**config.mk**
```make
export PLATFORM = sky130hd
export DESIGN_NAME = indexed_priority_task_table_unit
export DESIGN_NICKNAME = d
export VERILOG_FILES = /design/src/rtl/iptt_pkg.sv /design/src/rtl/iptt_ctrl.sv /design/src/rtl/iptt_dp.sv /design/src/rtl/indexed_priority_task_table_unit.sv
export SDC_FILE = /design/constraint.sdc
export NUM_CORES = 2
export LEC_CHECK = 0
export BUFFER_PORTS_ARGS = -buffer_cell sky130_fd_sc_hd__buf_2
export CAP_MARGIN = 30
export CORE_MARGIN = 8
export CORE_UTILIZATION = 40
export DETAILED_ROUTE_END_ITERATION = 10
export GPL_TIMING_DRIVEN = 0
export SETUP_SLACK_MARGIN = 0.02
export SLEW_MARGIN = 20
export SYNTH_ARGS = -nofsm -noshare
export SYNTH_HDL_FRONTEND = slang
export SYNTH_MEMORY_MAX_BITS = 65536
export SYNTH_SLANG_ARGS = --single-unit
```
**constraint.sdc**
```tcl
create_clock -name clk -period 11.3 [get_ports clk]
set_clock_uncertainty 0.1 [all_clocks]
set_input_delay 2.26 -clock clk [delete_from_list [all_inputs] [get_ports clk]]
set_output_delay 2.26 -clock clk [all_outputs]
set_load 0.01 [all_outputs]
```
**src/rtl/iptt_pkg.sv**
```systemverilog
// Shared types and codes for the indexed priority task table.
package iptt_pkg;

  localparam int OPW   = 2;
  localparam int STW   = 2;
  localparam int UIDW  = 16;
  localparam int TIDW  = 16;
  localparam int PRIOW = 32;

  localparam logic [OPW-1:0] OP_ADD    = 2'd0;
  localparam logic [OPW-1:0] OP_EDIT   = 2'd1;
  localparam logic [OPW-1:0] OP_REMOVE = 2'd2;
  localparam logic [OPW-1:0] OP_EXEC   = 2'd3;

  localparam logic [STW-1:0] ST_OK        = 2'd0;
  localparam logic [STW-1:0] ST_EMPTY     = 2'd1;
  localparam logic [STW-1:0] ST_NOT_FOUND = 2'd2;
  localparam logic [STW-1:0] ST_FULL      = 2'd3;

  typedef struct packed {
    logic             valid;
    logic [TIDW-1:0]  tid;
    logic [PRIOW-1:0] prio;
    logic [UIDW-1:0]  uid;
  } entry_t;

  typedef struct packed {
    logic clr_wr;
    logic start;
    logic rd_en;
    logic commit;
  } cmd_t;

  typedef struct packed {
    logic out_free;
    logic out_valid;
  } sts_t;

endpackage

```
**src/rtl/iptt_ctrl.sv**
```systemverilog
// Sequencer for the table clear sweep, entry scan and commit of one command.
module iptt_ctrl #(
  parameter int TABLE_DEPTH = 64,
  parameter int AW = 6
) (
  input  logic          clk,
  input  logic          rst_n,
  input  logic          in_valid,
  output logic          in_ready,
  input  iptt_pkg::sts_t sts,
  output iptt_pkg::cmd_t cmd,
  output logic [AW-1:0] addr
);
  import iptt_pkg::*;

  localparam logic [2:0] S_CLEAR  = 3'd0;
  localparam logic [2:0] S_IDLE   = 3'd1;
  localparam logic [2:0] S_SCAN   = 3'd2;
  localparam logic [2:0] S_DRAIN  = 3'd3;
  localparam logic [2:0] S_COMMIT = 3'd4;

  localparam logic [AW-1:0] LAST = AW'(TABLE_DEPTH - 1);

  logic [2:0]    state_r, state_nxt;
  logic [AW-1:0] cnt_r, cnt_nxt;

  assign in_ready   = (state_r == S_IDLE);
  assign addr       = cnt_r;
  assign cmd.clr_wr = (state_r == S_CLEAR);
  assign cmd.start  = in_valid && in_ready;
  assign cmd.rd_en  = (state_r == S_SCAN);
  assign cmd.commit = (state_r == S_COMMIT) && sts.out_free;

  always_comb begin
    state_nxt = state_r;
    cnt_nxt   = cnt_r;
    unique case (state_r)
      S_CLEAR: begin
        cnt_nxt = cnt_r + 1'b1;
        if (cnt_r == LAST) begin
          cnt_nxt   = '0;
          state_nxt = S_IDLE;
        end
      end
      S_IDLE: begin
        cnt_nxt = '0;
        if (in_valid) state_nxt = S_SCAN;
      end
      S_SCAN: begin
        cnt_nxt = cnt_r + 1'b1;
        if (cnt_r == LAST) begin
          cnt_nxt   = '0;
          state_nxt = S_DRAIN;
        end
      end
      S_DRAIN: begin
        state_nxt = S_COMMIT;
      end
      S_COMMIT: begin
        if (sts.out_free) state_nxt = S_IDLE;
      end
      default: begin
        state_nxt = S_CLEAR;
        cnt_nxt   = '0;
      end
    endcase
  end

  always_ff @(posedge clk) begin
    if (!rst_n) begin
      state_r <= S_CLEAR;
      cnt_r   <= '0;
    end else begin
      state_r <= state_nxt;
      cnt_r   <= cnt_nxt;
    end
  end

endmodule

```
**src/rtl/iptt_dp.sv**
```systemverilog
// Task table memory, scan trackers, commit decode and result register.
module iptt_dp #(
  parameter int TABLE_DEPTH = 64,
  parameter int AW = 6
) (
  input  logic                        clk,
  input  logic                        rst_n,
  input  iptt_pkg::cmd_t              cmd,
  input  logic [AW-1:0]               addr,
  output iptt_pkg::sts_t              sts,
  input  logic [iptt_pkg::OPW-1:0]    in_opcode,
  input  logic [iptt_pkg::UIDW-1:0]   in_user_id,
  input  logic [iptt_pkg::TIDW-1:0]   in_task_id,
  input  logic [iptt_pkg::PRIOW-1:0]  in_priority_req,
  input  logic                        out_ready,
  output logic [iptt_pkg::STW-1:0]    out_status,
  output logic [iptt_pkg::UIDW-1:0]   out_top_user
);
  import iptt_pkg::*;

  entry_t mem [TABLE_DEPTH];

  logic [OPW-1:0]   op_r;
  logic [UIDW-1:0]  uid_r;
  logic [TIDW-1:0]  tid_r;
  logic [PRIOW-1:0] prio_r;

  entry_t        rd_data_r;
  logic          rd_vld_r;
  logic [AW-1:0] rd_idx_r;

  logic          match_found_r, free_found_r, best_found_r;
  logic [AW-1:0] match_idx_r, free_idx_r, best_idx_r;
  logic [UIDW-1:0]  match_uid_r, best_uid_r;
  logic [TIDW-1:0]  best_tid_r;
  logic [PRIOW-1:0] best_prio_r;

  logic          out_valid_r;
  logic [STW-1:0]  status_r, status_nxt;
  logic [UIDW-1:0] top_r, top_nxt;

  logic          we;
  logic [AW-1:0] wr_addr;
  entry_t        wr_data;
  logic          is_match, is_free, is_best;

  assign sts.out_valid = out_valid_r;
  assign sts.out_free  = !out_valid_r || out_ready;
  assign out_status    = status_r;
  assign out_top_user  = top_r;

  assign is_match = rd_vld_r && rd_data_r.valid && (rd_data_r.tid == tid_r) && !match_found_r;
  assign is_free  = rd_vld_r && !rd_data_r.valid && !free_found_r;
  assign is_best  = rd_vld_r && rd_data_r.valid &&
                    (!best_found_r || (rd_data_r.prio > best_prio_r) ||
                     ((rd_data_r.prio == best_prio_r) && (rd_data_r.tid > best_tid_r)));

  always_comb begin
    we         = 1'b0;
    wr_addr    = addr;
    wr_data    = '0;
    status_nxt = ST_OK;
    top_nxt    = '0;
    if (cmd.clr_wr) begin
      we = 1'b1;
    end else begin
      unique case (op_r)
        OP_ADD: begin
          wr_data = '{valid: 1'b1, tid: tid_r, prio: prio_r, uid: uid_r};
          if (match_found_r) begin
            we      = cmd.commit;
            wr_addr = match_idx_r;
          end else if (free_found_r) begin
            we      = cmd.commit;
            wr_addr = free_idx_r;
          end else begin
            status_nxt = ST_FULL;
          end
        end
        OP_EDIT: begin
          wr_data = '{valid: 1'b1, tid: tid_r, prio: prio_r, uid: match_uid_r};
          wr_addr = match_idx_r;
          if (match_found_r) we = cmd.commit;
          else status_nxt = ST_NOT_FOUND;
        end
        OP_REMOVE: begin
          wr_addr = match_idx_r;
          if (match_found_r) we = cmd.commit;
          else status_nxt = ST_NOT_FOUND;
        end
        OP_EXEC: begin
          wr_addr = best_idx_r;
          if (best_found_r) begin
            we      = cmd.commit;
            top_nxt = best_uid_r;
          end else begin
            status_nxt = ST_EMPTY;
          end
        end
      endcase
    end
  end

  always_ff @(posedge clk) begin
    if (we) mem[wr_addr] <= wr_data;
    if (cmd.rd_en) rd_data_r <= mem[addr];
  end

  always_ff @(posedge clk) begin
    rd_idx_r <= addr;
    if (cmd.start) begin
      op_r   <= in_opcode;
      uid_r  <= in_user_id;
      tid_r  <= in_task_id;
      prio_r <= in_priority_req;
    end
    if (is_match) begin
      match_idx_r <= rd_idx_r;
      match_uid_r <= rd_data_r.uid;
    end
    if (is_free) free_idx_r <= rd_idx_r;
    if (is_best) begin
      best_idx_r  <= rd_idx_r;
      best_uid_r  <= rd_data_r.uid;
      best_tid_r  <= rd_data_r.tid;
      best_prio_r <= rd_data_r.prio;
    end
    if (cmd.commit) begin
      status_r <= status_nxt;
      top_r    <= top_nxt;
    end
  end

  always_ff @(posedge clk) begin
    if (!rst_n) begin
      rd_vld_r      <= 1'b0;
      match_found_r <= 1'b0;
      free_found_r  <= 1'b0;
      best_found_r  <= 1'b0;
      out_valid_r   <= 1'b0;
    end else begin
      rd_vld_r <= cmd.rd_en;
      if (cmd.start) begin
        match_found_r <= 1'b0;
        free_found_r  <= 1'b0;
        best_found_r  <= 1'b0;
      end else begin
        if (is_match) match_found_r <= 1'b1;
        if (is_free)  free_found_r  <= 1'b1;
        if (is_best)  best_found_r  <= 1'b1;
      end
      if (cmd.commit) out_valid_r <= 1'b1;
      else if (out_ready) out_valid_r <= 1'b0;
    end
  end

endmodule

```
**src/rtl/indexed_priority_task_table_unit.sv**
```systemverilog
// Top level of the indexed priority task table.
//
//   channel | direction | ports
//   --------+-----------+-------------------------------------------------------
//   in      | input     | in_valid/in_ready, in_opcode, in_user_id, in_task_id,
//           |           | in_priority_req
//   out     | output    | out_valid/out_ready, out_status, out_top_user
//
// Each beat runs as a sequence: one table read per entry through the single read
// port of the entry memory, a drain step for the read register, and a commit
// step that writes the entry and loads the result register.
// After reset a clearing sweep over every table entry runs before in_ready rises.
// A waiting result does not block the next input beat; only the commit stalls
// until the result register is free.
module indexed_priority_task_table_unit #(
  parameter int TABLE_DEPTH = 64
) (
  input  logic                        clk,
  input  logic                        rst_n,
  input  logic                        in_valid,
  output logic                        in_ready,
  input  logic [iptt_pkg::OPW-1:0]    in_opcode,
  input  logic [iptt_pkg::UIDW-1:0]   in_user_id,
  input  logic [iptt_pkg::TIDW-1:0]   in_task_id,
  input  logic [iptt_pkg::PRIOW-1:0]  in_priority_req,
  output logic                        out_valid,
  input  logic                        out_ready,
  output logic [iptt_pkg::STW-1:0]    out_status,
  output logic [iptt_pkg::UIDW-1:0]   out_top_user
);
  import iptt_pkg::*;

  localparam int AW = $clog2(TABLE_DEPTH);

  cmd_t          cmd;
  sts_t          sts;
  logic [AW-1:0] addr;

  assign out_valid = sts.out_valid;

  iptt_ctrl #(
    .TABLE_DEPTH(TABLE_DEPTH),
    .AW(AW)
  ) u_ctrl (
    .clk      (clk),
    .rst_n    (rst_n),
    .in_valid (in_valid),
    .in_ready (in_ready),
    .sts      (sts),
    .cmd      (cmd),
    .addr     (addr)
  );

  iptt_dp #(
    .TABLE_DEPTH(TABLE_DEPTH),
    .AW(AW)
  ) u_dp (
    .clk             (clk),
    .rst_n           (rst_n),
    .cmd             (cmd),
    .addr            (addr),
    .sts             (sts),
    .in_opcode       (in_opcode),
    .in_user_id      (in_user_id),
    .in_task_id      (in_task_id),
    .in_priority_req (in_priority_req),
    .out_ready       (out_ready),
    .out_status      (out_status),
    .out_top_user    (out_top_user)
  );

endmodule
```
## Word level (Yosys, flattened, before mapping)

Memory sizes are Yosys's and may differ from the RTL's. A register that Yosys moved wholly into a read port is not among the register bits.
Index checks and enable logic that the tools add are counted.

- Add/subtract/negate cells: 1
- $lt $le $gt $ge: 2
- Equality and inequality tests: 14
- Multiplexer cells: 28
- Bitwise logic cells: 3
- Reduce and logical (&&, ||, !) cells: 26

Operator list:

| cell | count |
|---|---|
| $pmux 65 s2 | 1 |
| $mux 65 | 1 |
| $eq 32x32->1 | 1 |
| $gt 32x32->1 | 1 |
| $mux 6 | 4 |
| $pmux 6 s3 | 1 |
| $eq 16x16->1 | 1 |
| $gt 16x16->1 | 1 |
| $pmux 3 s5 | 1 |
| $mux 3 | 4 |
| $pmux 6 s2 | 1 |
| $mux 1 | 10 |
| $logic_and 1x1->1 | 9 |
| $reduce_or 2->1 | 4 |
| $add 6x1->6 const B | 1 |
| $eq 3x2->1 const B | 2 |
| $eq 6x6->1 const B | 1 |
| $mux 2 | 3 |
| $pmux 2 s3 | 1 |
| $logic_not 1->1 | 5 |
| $eq 2x2->1 const B | 2 |
| $ne 2x1->1 const B | 2 |
| $ne 2x2->1 const B | 2 |
| $reduce_and 4->1 | 1 |
| 10 further kinds | 14 |

- Flip-flop bits (word level): 202
- RAM bits: 4,160
- Input bits: 70
- Output and inout bits: 20
- Word-level logic and storage cells: 96
- Memories: 1

Memories:

| memory | words | bits a word | rd ports | clocked after Yosys merged registers in | wr ports | line | text |
|---|---|---|---|---|---|---|---|
| u_dp.mem | 64 | 65 | 1 | 1 | 1 | iptt_dp.sv:21 | `entry_t mem [TABLE_DEPTH];` |

## Longest topological paths before layout

- Depth after elaboration: 9
- Depth in mapped cells: 11
- Depth with buffers taken out: 8

## Hierarchy

A second synthesis with hierarchy kept.

- Cells, all modules: 7,548
- Area total of the unflattened synthesis: 168,059.9 um2

Modules (own cells, without submodules):

| module | times used | cells an instance | area an instance (um2) | seq. area each (um2) |
|---|---|---|---|---|
| iptt_dp | 1 | 7,489 | 167,557.0 | 132,557.1 |
| iptt_ctrl | 1 | 59 | 503.0 | 180.2 |

## Worst setup path before layout

OpenSTA, ideal clock, no wires.

- Kind: input to register
- Start point: in out_ready
- End point: mem u_dp.mem[45][0] (netlist bit), enable pin
- Library setup time: 0.489 ns
- Arrival time: 6.585 ns
- Required time: 10.711 ns
- Slack: 4.127 ns
- Stages: 6
- Buffers on the path: 0
- Cell sequence: nor2b_1 -> nor2_1 -> a31oi_1 -> nor2_1 -> nand2_1 -> nor2_1

RTL lines:

| item | line | text |
|---|---|---|
| start, declared | indexed_priority_task_table_unit.sv:27 | `input logic out_ready,` |
| end, declared | iptt_dp.sv:21 |  |

==> metrics.cfg <==
[run_status]
outcome = completed

[critical_path]
crit_required_ns = 11.78
worstPathArrival_ns = 5.90
critPathMaxFanout = 10
rrSetupSlack_ns = 5.88
timing_worst_setup_path_type = reg -> reg
cp_launch_type = flop
critPathCaptureType = flop
timing.reg2reg.worst_path_depth = 9
worstReg2RegStart = u_ctrl.addr[0]$_SDFFE_PN0N_
worst_reg2reg_endpoint = u_dp.rd_data_r[54]$_DFFE_PP_

[timing]
timing.final.crit_period_ns = 5.416
relSlewSlack = 0.1197
finalSetupViolCount = 0
worst_slew_pin_slew_ns = 1.320
maximum_achievable_frequency_mhz = 184.6
timing_max_transition_violations_final = 0
timing.final.hold_violations = 0
finalCritPeriodShare = 0.4793
grt_setup_unrepaired = false

[final_layout]
most_used_cells_in_the_layout_excluding_fill_and_tap_cells = sky130_fd_sc_hd__edfxtp_1 (4407), sky130_fd_sc_hd__mux4_2 (1019), sky130_fd_sc_hd__clkbuf_16 (438)
post_route_cells_drive_above_1_share = 0.2825
fillCellCount = 33640
syn_to_final_growth_pct = 17.81
layout_commonest_cell = sky130_fd_sc_hd__edfxtp_1
final_net_count = 8239
utilization_after_layout = 0.4726
fin_cells = 14000

[synthesis]
synth_top_flop_cell = sky130_fd_sc_hd__edfxtp_1
postSynthAreaPerCell_sq_um = 23.14
syn_area_sq_um = 167000
mappedNetlistNets = 7340
synth_edf_count = 4407
netlist.top_cell.by_area = sky130_fd_sc_hd__edfxtp_1
synthDistinctLibCells = 51
synth_seq_cells = 4427
number_of_cells_produced_by_synthesis = 7218
synth.top_cell.area_share = 0.7924
async_reset_ff_frac = 0
synth-warning-count = 0
synth.yosys.seq_area_share = 0.7948
cells_taking_the_most_area_after_synthesis = sky130_fd_sc_hd__edfxtp_1 (79%), sky130_fd_sc_hd__mux4_2 (14%), sky130_fd_sc_hd__a22oi_1 (1.1%)

[clock_network]
post-cts-setup-buffers = 0
number_of_buffers_added_by_the_clock_tree_synthesis_step = 434
clkTransAtPathRegs_ns = 0.07
clock_latency_ns = 0.98
cts-htree-levels = 5
cts_tree = done
root_buffer = sky130_fd_sc_hd__clkbuf_16
ctsResizeCount = 0
clock_sink_count = 4427
clk_path_buf_depth = 4
cts_hold_repair.buffers = 0

[routing]
met2_wirelength_um = 216400
met3_length_um = 48500
drtIter0Drc = 11400
route.detailed.vias_per_inst = 5.970
detail_route.wl_per_cell_um = 33.61
finalWirelength_um = 470400
detail_route.wirelength.met1_um = 186700
postRouteAntennaNets = 0
number_of_detailed_route_iterations_in_the_first_pass = 8
highest_layer = met5
drc = 0
vias = 83560

[global_route]
grtUsageTotal = 0.2100
grt_first_pass_wirelength_um = 653200
grt_remaining_overflow = 0
antenna_found_initial = 28
first_global_vias = 83910
largest_net_degree_at_the_start_of_global_routing = 65

[power_and_ir_drop]
cellInternalPower_mw = 26.44
power_density_nw_per_um2 = 171.6
power_frac_seq = 0.531
power.switching_mw = 7.322
worst_ir_drop_vdd_uv = 123.7
leakage_power_total_nw = 65.61
comb_power_share = 0.054
clock_power_share = 0.416
net_switching_share_of_the_total_power = 0.2169

[die]
dieArea_sq_um = 438500
initial_utilization = 0.4012
rows = 237
floorplan_die_width_um = 662.2
io_pins = 90
core_sq_um = 416300
die_height_um = 662.2

[min_path]
min_to = u_dp.rd_idx_r[2]$_DFF_P_
timing.hold.worst.start = u_ctrl.addr[2]$_SDFFE_PN0N_
timing.hold.worst_path_depth = 0
hold_path.class = reg -> reg

[flow_run]
maxCapViolCount = 0

[placement]
post-place-cells = 13170
finalWeightedCongestion = 0.8685
dp_hpwl_um = 328100
io_buffers = 89

cell families after synthesis:
family                   after synthesis  synth area share
AND/OR/NAND/NOR                      382           0.01097
AO/OA/AOI/OAI                        807           0.03671
flip-flops                          4427            0.7948
multiplexers                        1075            0.1408
XOR/XNOR                              16         0.0008390
buffers and inverters                459           0.01207
adder cells (fa/ha/maj)               52          0.003896
worst max-delay path by stage:
| stage | start | endpoint | slack (ns) | cells after the start |
|---|---|---|---|---|
| finish | u_ctrl.addr[0]$_SDFFE_PN0N_ | u_dp.rd_data_r[54]$_DFFE_PP_ | 5.88 | 9 |
| global route | u_ctrl.addr[0]$_SDFFE_PN0N_ | u_dp.rd_data_r[54]$_DFFE_PP_ | 5.94 | 9 |
| CTS | u_ctrl.addr[0]$_SDFFE_PN0N_ | u_dp.rd_data_r[54]$_DFFE_PP_ | 5.82 | 9 |
| detailed placement | out_ready | u_dp.mem[25][20]$_DFFE_PP_ | 5.82 | 10 |
| global placement | out_ready | u_dp.mem[25][38]$_DFFE_PP_ | -2.43 | 7 |
| floorplan | out_ready | u_dp.mem[45][0]$_DFFE_PP_ | 4.13 | 6 |
power by group through the flow:
stage / sequential [mW] / combinational [mW] / clock, mW
2_1_floorplan: 18.3 / 1.01 / 0
3_3_place_gp: 18.3 / 1.72 / 0
3_5_place_dp: 18.3 / 1.81 / 0
4_1_cts: 17.9 / 1.82 / 14.2
5_1_grt: 17.9 / 1.88 / 14.8
6_report: 17.9 / 1.82 / 14.0
Yosys cell counts (8+ instances only):
cell                       instances
sky130_fd_sc_hd__edfxtp_1       4407
sky130_fd_sc_hd__mux4_2         1019
sky130_fd_sc_hd__clkbuf_1        248
sky130_fd_sc_hd__a22oi_1         236
sky130_fd_sc_hd__nor2_1          167
sky130_fd_sc_hd__a221oi_1        138
sky130_fd_sc_hd__a21oi_1         132
sky130_fd_sc_hd__a22o_1          126
sky130_fd_sc_hd__buf_2           111
sky130_fd_sc_hd__o221ai_1         84
sky130_fd_sc_hd__and2_1           72
sky130_fd_sc_hd__nand2_1          58
sky130_fd_sc_hd__mux2i_1          56
sky130_fd_sc_hd__inv_1            55
sky130_fd_sc_hd__ha_1             52
sky130_fd_sc_hd__o22ai_1          23
sky130_fd_sc_hd__dfxtp_1          20
sky130_fd_sc_hd__nor2b_1          20
sky130_fd_sc_hd__buf_1            17
sky130_fd_sc_hd__xor2_1           16
sky130_fd_sc_hd__buf_4            15
sky130_fd_sc_hd__o21ai_0          14
sky130_fd_sc_hd__a31oi_1          13
sky130_fd_sc_hd__buf_6            13
sky130_fd_sc_hd__nand3_1          12
sky130_fd_sc_hd__nand4_1          11
sky130_fd_sc_hd__nand2b_1          9
sky130_fd_sc_hd__a221o_1           8
layer usage:
layer  vias to the layer above  GRT usage
li1                      33070          -
met1                     45190     0.2937
met2                      4557     0.3238
met3                       740    0.04968
met4                         8    0.07640
met5                         -          0
sequential cells by signal, summed over array words and instances (netlist names), 3 cells and up:
register           cells
u_dp.rd_idx_r          6
u_dp.tid_r            16
u_dp.mem            4160
u_dp.best_uid_r       16
u_dp.best_tid_r       16
u_dp.match_uid_r      16
u_ctrl.addr            6
u_dp.free_idx_r        6
u_dp.out_top_user     16
u_dp.prio_r           32
u_dp.match_idx_r       6
u_dp.uid_r            16
u_dp.best_idx_r        6
u_ctrl.state_r         3
u_dp.rd_data_r        65
u_dp.best_prio_r      32
per-stage QoR:
stage               hold slack, ns  TNS (ns)  worst slack (ns)  cell area, sq um  total power, mW
floorplan                   0.2258         0             4.127            167000            19.27
global placement            0.2386  -6585.71            -2.427            174300            20.00
detailed placement          0.2353         0             5.817            182800            20.07
CTS                         0.2500         0             5.819            196600            33.96
global route                0.2609         0             5.935            196700            34.62
finish                      0.2518         0             5.884            196800            33.76
area by class of cell:
type	instances	area, sq um	share of cell area
sequential	4427	132700	0.6746
clock inverter	270	2439	0.01239
antenna	18	45.04	0.0002289
inverter	55	206.4	0.001049
timing repair buffer	463	8273	0.04205
clock buffer	530	11320	0.05751
multi-input combinational	2332	33030	0.1678
tap	5497	6878	0.03496
buffer	404	1841	0.009354
worst max-delay path: stages, from the launching register on:
cell and delay [ns]:
sky130_fd_sc_hd__dfxtp_1 0.45, sky130_fd_sc_hd__buf_2 0.25, sky130_fd_sc_hd__buf_2 0.68, sky130_fd_sc_hd__buf_2 0.70, sky130_fd_sc_hd__buf_2 0.74, sky130_fd_sc_hd__mux4_2 0.60
sky130_fd_sc_hd__a22oi_1 0.27, sky130_fd_sc_hd__a21oi_1 0.13, sky130_fd_sc_hd__nor2_1 0.62, sky130_fd_sc_hd__o221ai_1 0.40
Note: power is estimated with default switching activity, not from simulation.
